### src/rtl/ttyb_pkg.sv
// ----------------------------------------------------------------------------
// ttyb_pkg
// Shared types and constants of the terminal line buffer: character codes,
// result kinds, register indexes, the command word between front and back.
// ----------------------------------------------------------------------------
`default_nettype none

package ttyb_pkg;

   localparam int DEF_STORE_DEPTH = 1024;
   localparam int DEF_MAX_READ    = 64;

   localparam int LIMIT_W = 7;

   localparam logic [7:0] CH_NL = 8'h0A;
   localparam logic [7:0] CH_CR = 8'h0D;
   localparam logic [7:0] CH_BS = 8'h08;
   localparam logic [7:0] CH_SP = 8'h20;

   localparam logic [1:0] KIND_ECHO  = 2'd0;
   localparam logic [1:0] KIND_DATA  = 2'd1;
   localparam logic [1:0] KIND_EMPTY = 2'd2;

   localparam logic [1:0] REG_CRLF  = 2'd0;
   localparam logic [1:0] REG_ECHO  = 2'd1;
   localparam logic [1:0] REG_CANON = 2'd2;

   typedef enum logic [1:0] {
      OP_APPEND,
      OP_ERASE,
      OP_READ
   } op_type;

   typedef struct packed {
      op_type              op;
      logic [7:0]          data;
      logic [LIMIT_W-1:0]  limit;
   } cmd_type;

   typedef struct packed {
      logic crlf;
      logic echo;
      logic canon;
   } cfg_type;

   typedef enum logic [2:0] {
      S_IDLE,
      S_WAIT,
      S_ECHO,
      S_MARK,
      S_SCAN,
      S_EMIT
   } back_state_type;

endpackage

`default_nettype wire

### src/rtl/ttyb_front.sv
// ----------------------------------------------------------------------------
// ttyb_front
// Accepts request items, maps carriage return, classifies each item as
// append, erase or read, saturates the read limit and queues the command.
// ----------------------------------------------------------------------------
`default_nettype none

module ttyb_front #(
   parameter int MAX_READ = ttyb_pkg::DEF_MAX_READ
) (
   input  wire                              clock,
   input  wire                              reset,
   input  ttyb_pkg::cfg_type                cfg,
   input  wire                              req_valid,
   output logic                             req_stall,
   input  wire                              req_cmd,
   input  wire  [7:0]                       req_in_byte,
   input  wire  [ttyb_pkg::LIMIT_W-1:0]     req_read_limit,
   output logic                             q_valid,
   output ttyb_pkg::cmd_type                q_item,
   input  wire                              q_pop
);

   localparam int LW = ttyb_pkg::LIMIT_W;

   ttyb_pkg::cmd_type slot_ff [2];
   logic              wr_ptr_ff, wr_ptr_in;
   logic              rd_ptr_ff, rd_ptr_in;
   logic [1:0]        count_ff, count_in;
   ttyb_pkg::cmd_type cls;
   logic [7:0]        ch;
   logic              push;

   // classify the incoming item
   always_comb begin
      ch = (cfg.crlf && req_in_byte == ttyb_pkg::CH_CR) ? ttyb_pkg::CH_NL : req_in_byte;
      cls.data  = ch;
      cls.limit = (req_read_limit > LW'(MAX_READ)) ? LW'(MAX_READ) : req_read_limit;
      if (req_cmd) begin
         cls.op = ttyb_pkg::OP_READ;
      end else if (cfg.canon && ch == ttyb_pkg::CH_BS) begin
         cls.op = ttyb_pkg::OP_ERASE;
      end else begin
         cls.op = ttyb_pkg::OP_APPEND;
      end
   end

   assign req_stall = (count_ff == 2'd2);
   assign push      = req_valid && !req_stall;
   assign q_valid   = (count_ff != 2'd0);
   assign q_item    = slot_ff[rd_ptr_ff];

   always_comb begin
      wr_ptr_in = push  ? !wr_ptr_ff : wr_ptr_ff;
      rd_ptr_in = q_pop ? !rd_ptr_ff : rd_ptr_ff;
      count_in  = count_ff + 2'(push) - 2'(q_pop);
   end

   always_ff @(posedge clock) begin
      if (reset) begin
         wr_ptr_ff <= 1'b0;
         rd_ptr_ff <= 1'b0;
         count_ff  <= 2'd0;
      end else begin
         wr_ptr_ff <= wr_ptr_in;
         rd_ptr_ff <= rd_ptr_in;
         count_ff  <= count_in;
      end
   end

   always_ff @(posedge clock) begin
      if (push) begin
         slot_ff[wr_ptr_ff] <= cls;
      end
   end

endmodule

`default_nettype wire

### config.mk
export PLATFORM = sky130hd
export DESIGN_NAME = ttyb_front
export DESIGN_NICKNAME = d
export VERILOG_FILES = /design/src/rtl/ttyb_pkg.sv /design/src/rtl/ttyb_front.sv
export SDC_FILE = /design/constraint.sdc
export NUM_CORES = 1
export LEC_CHECK = 0
export BUFFER_PORTS_ARGS = -buffer_cell sky130_fd_sc_hd__buf_2
export CAP_MARGIN = 10
export CORE_MARGIN = 5
export CORE_UTILIZATION = 40
export DETAILED_ROUTE_END_ITERATION = 16
export HOLD_SLACK_MARGIN = 0.03
export PLACE_DENSITY = 0.64
export SYNTH_ARGS = -nofsm -noshare
export SYNTH_HDL_FRONTEND = slang
export SYNTH_SLANG_ARGS = --single-unit
### constraint.sdc
create_clock -name clock -period 2 [get_ports clock]
set_input_delay 0.3 -clock clock [delete_from_list [all_inputs] [get_ports clock]]
set_output_delay 0.3 -clock clock [all_outputs]
set_load 0.02 [all_outputs]
==> summary.txt <==
Worst setup path
  – R2R depth: 8
  – Setup crit start kind: flop
  – Crit path largest cell delay: 0.55 ns
  – Req. time, crit path: 1.70 ns
  – R2R Path End: count_ff[1]$_SDFF_PP0_
  – Critical path's slowest cell: dfxtp_1
  – Crit Path Class: reg2out
  – Crit path capture type: output port
  – Crit path arrival time: between 1.5 and 2 ns
  – Flop2flop setup slack: between 0.4 and 0.5 ns
  – Crit-path max FO: 11
  – CP Buf/Inv Count: 2
  – Delay-heaviest family, CP: flip-flops
  – Worst r2r src: count_ff[0]$_SDFF_PP0_
  – Critical-path cell list: buf_12, mux2_2, buf_2

Clock network
  – Number of CTS-inserted buffers: 5
  – Clk sinks: 39
  – Hold buffers post-CTS: 0
  – PostCTS Resize Cnt: 0
  – Clk_lat worst skew: between 0.2 and 0.3 ns
  – Longest Clk Path Bufs: 2
  – Worst-path clk slew: 0.07 ns
  – Postcts setup bufs: 0
  – H-Tree Depth: 2
  – CTS tree: done
  – CTS root buf: clkbuf_8

Die
  – Initial core utilization: 0.407
  – Die ar.: roughly 0.0054 sq mm
  – # rows: 23
  – Top Ports: 42
  – Die width: approximately 73 um
  – Chip height: around 73 um
  – Core ar.: slightly below 0.004 sq mm

Worst hold path
  – Hold path depth: 1
  – Worst hold start: req_cmd
  – Worst hold endpoint: slot_ff[0][16]$_DFFE_PP_
  – Min-delay worst type: in2reg

Global route
  – Vias in the first global route: around 960
  – Grt total ovfl: 0
  – All-Layer GR Usage: 0.115
  – Antenna violations before repair: 0
  – First-pass GRT wire length: around 4500 um
  – Largest net degree at the start of global routing: 18

STA
  – RSZ-0062 raised after global routing: false
  – Tcrit/Tclk final: 0.909
  – Tmin final: between 1.5 and 2 ns
  – Fmax: approximately 550 MHz
  – Final Slew Violations: 0
  – Measured slew at the worst slew-check pin: between 0.4 and 0.5 ns
  – Final setup fails: 0
  – Final hold slack: ~0.21 ns
  – Clk_skew: approximately 0.0062 ns
  – Setup TNS: 0 ns
  – Slew headroom: 0.699
  – Final Hold Fails: 0

Layout
  – Cell Count, Final, Fillers Out: between 150 and 200
  – Diodes inserted: 0
  – Ratio of cells with drive above 1 in the final layout: 0.497
  – # nets final: 169
  – Area Overhead vs Synth: 21.2%
  – Final core occ: 0.493

Power
  – P_leak: approximately 0.77 nW
  – Total power: roughly 1.9 mW
  – Max IR drop VDD: approximately 460 uV
  – Power Dens Cells: between 900 and 1000 mW/mm^2

Synthesis
  – Synth top area share: 0.636
  – Most frequent cells after synthesis: edfxtp_1, mux2_2, nor2b_1
  – Synthesized area per cell: about 16 sq um
  – Yosys Warn Count: 0
  – Mapped Area: approximately 0.0016 sq mm
  – Synth Register Bits: 39
  – Netlist cell types: 28
  – Synth Instances: about 100
  – Top area cells in the synthesized netlist: edfxtp_1, mux2_2, dfxtp_1
  – Number of synthesized flops with an enable pin: 34
  – Ys async rst share: 0
  – Most used DFF post-synth: edfxtp_1
  – Sequential fraction of the synthesis area: 0.698
  – Most frequent cell after synthesis: edfxtp_1
  – Post-Syn Nets: ~130
  – Yosys top cell by area: edfxtp_1

Drt
  – Post-DR wirelength/cell: 14.4 um
  – DR pass1 iterations: 3
  – 1st-iter DRT viols: a little under 70
  – ANT nets after route: 0
  – Final WL: between 2000 and 3000 um
  – DR vias/cell: roughly 4.7
  – DRC Markers: 0
  – Total number of vias: slightly above 900

Place
  – Final HPWL DP: 2010 um
  – Placed cell count: between 150 and 200
  – Port Buf Inserts: 40
  – RD Place Congestion: about 0.68

Run status
  – Outcome: completed

Run
  – Number of max-cap violations: 0
[cell type report]
class | instances | area, sq um
Clock buffer | 7 | 76.3
Clock inverter | 1 | 5.00
Fill cell | 348 | 2000
Inverter | 6 | 22.5
Multi-Input combinational cell | 49 | 423
Sequential cell | 39 | 1120
Tap cell | 50 | 62.6
Timing Repair Buffer | 43 | 235
[cells by family (layout without fill, tap and decap cells)]
kind of cell               count (synthesis)  count (layout)  share of synthesized area
AOI/OAI and AO/OA                          5               5                     0.0218
xor gates and xnor gates                   2               2                     0.0109
adders and majority gates                  2               2                     0.0156
buffers and inverters                     14              57                     0.0382
DFF                                       39              39                      0.698
muxes                                     17              17                      0.119
and+or+nand+nor                           23              23                     0.0959
[metrics by stage]
stage          setup slack [ns]  instance area [sq um]
3_3_place_gp              0.458                   1860
5_1_grt                  0.0992                   1950
6_report                  0.182                   1950
4_1_cts                   0.145                   1950
2_1_floorplan             0.432                   1610
3_5_place_dp              0.466                   1860
[report_power, final]
part	switching [mW]	internal (mW)	total [mW]	leakage, nW
logic	0.213	0.159	0.372	0.362
clock network	0.259	0.245	0.504	0.0422
registers	0.0292	0.979	1.01	0.363
total	0.501	1.38	1.88	0.767
[placed cells by master (no fill, tap or decap), types with 2 or more instances in the layout]
| cell | count |
|---|---|
| nand2_1 | 2 |
| ha_1 | 2 |
| edfxtp_1 | 34 |
| nor2b_1 | 8 |
| inv_1 | 5 |
| nor2_1 | 3 |
| a41oi_1 | 2 |
| clkbuf_1 | 2 |
| mux2_2 | 17 |
| clkbuf_8 | 5 |
| buf_4 | 2 |
| buf_2 | 40 |
| dfxtp_1 | 5 |
[worst max path at each step]
stage / start / endpoint / slack [ns] / cells after the start
2_1_floorplan: count_ff[0]$_SDFF_PP0_ / slot_ff[0][0]$_DFFE_PP_ / 0.43 / 4
3_3_place_gp: flop / q_item[10] / 0.46 / 3
3_5_place_dp: count_ff[0]$_SDFF_PP0_ / count_ff[1]$_SDFF_PP0_ / 0.47 / 8
4_1_cts: flop / q_item[10] / 0.15 / 3
5_1_grt: flop / q_item[1] / 0.1 / 3
6_report: flop / q_item[6] / 0.18 / 3
[flip-flops by register name (all words and copies together) (netlist names), named ones only]
name / cells
slot_ff: 34
rd_ptr_ff: 1
count_ff: 2
wr_ptr_ff: 1
[per-layer routing]
layer | up-vias | part of all wire | track usage
met5 | - | 0 | 0
met4 | 0 | 0.018 | 0.0543
met3 | 5 | 0.085 | 0.0492
met2 | 28 | 0.50 | 0.189
met1 | 441 | 0.40 | 0.129
li1 | 450 | - | -
Note: power is estimated with default switching activity, not from simulation.
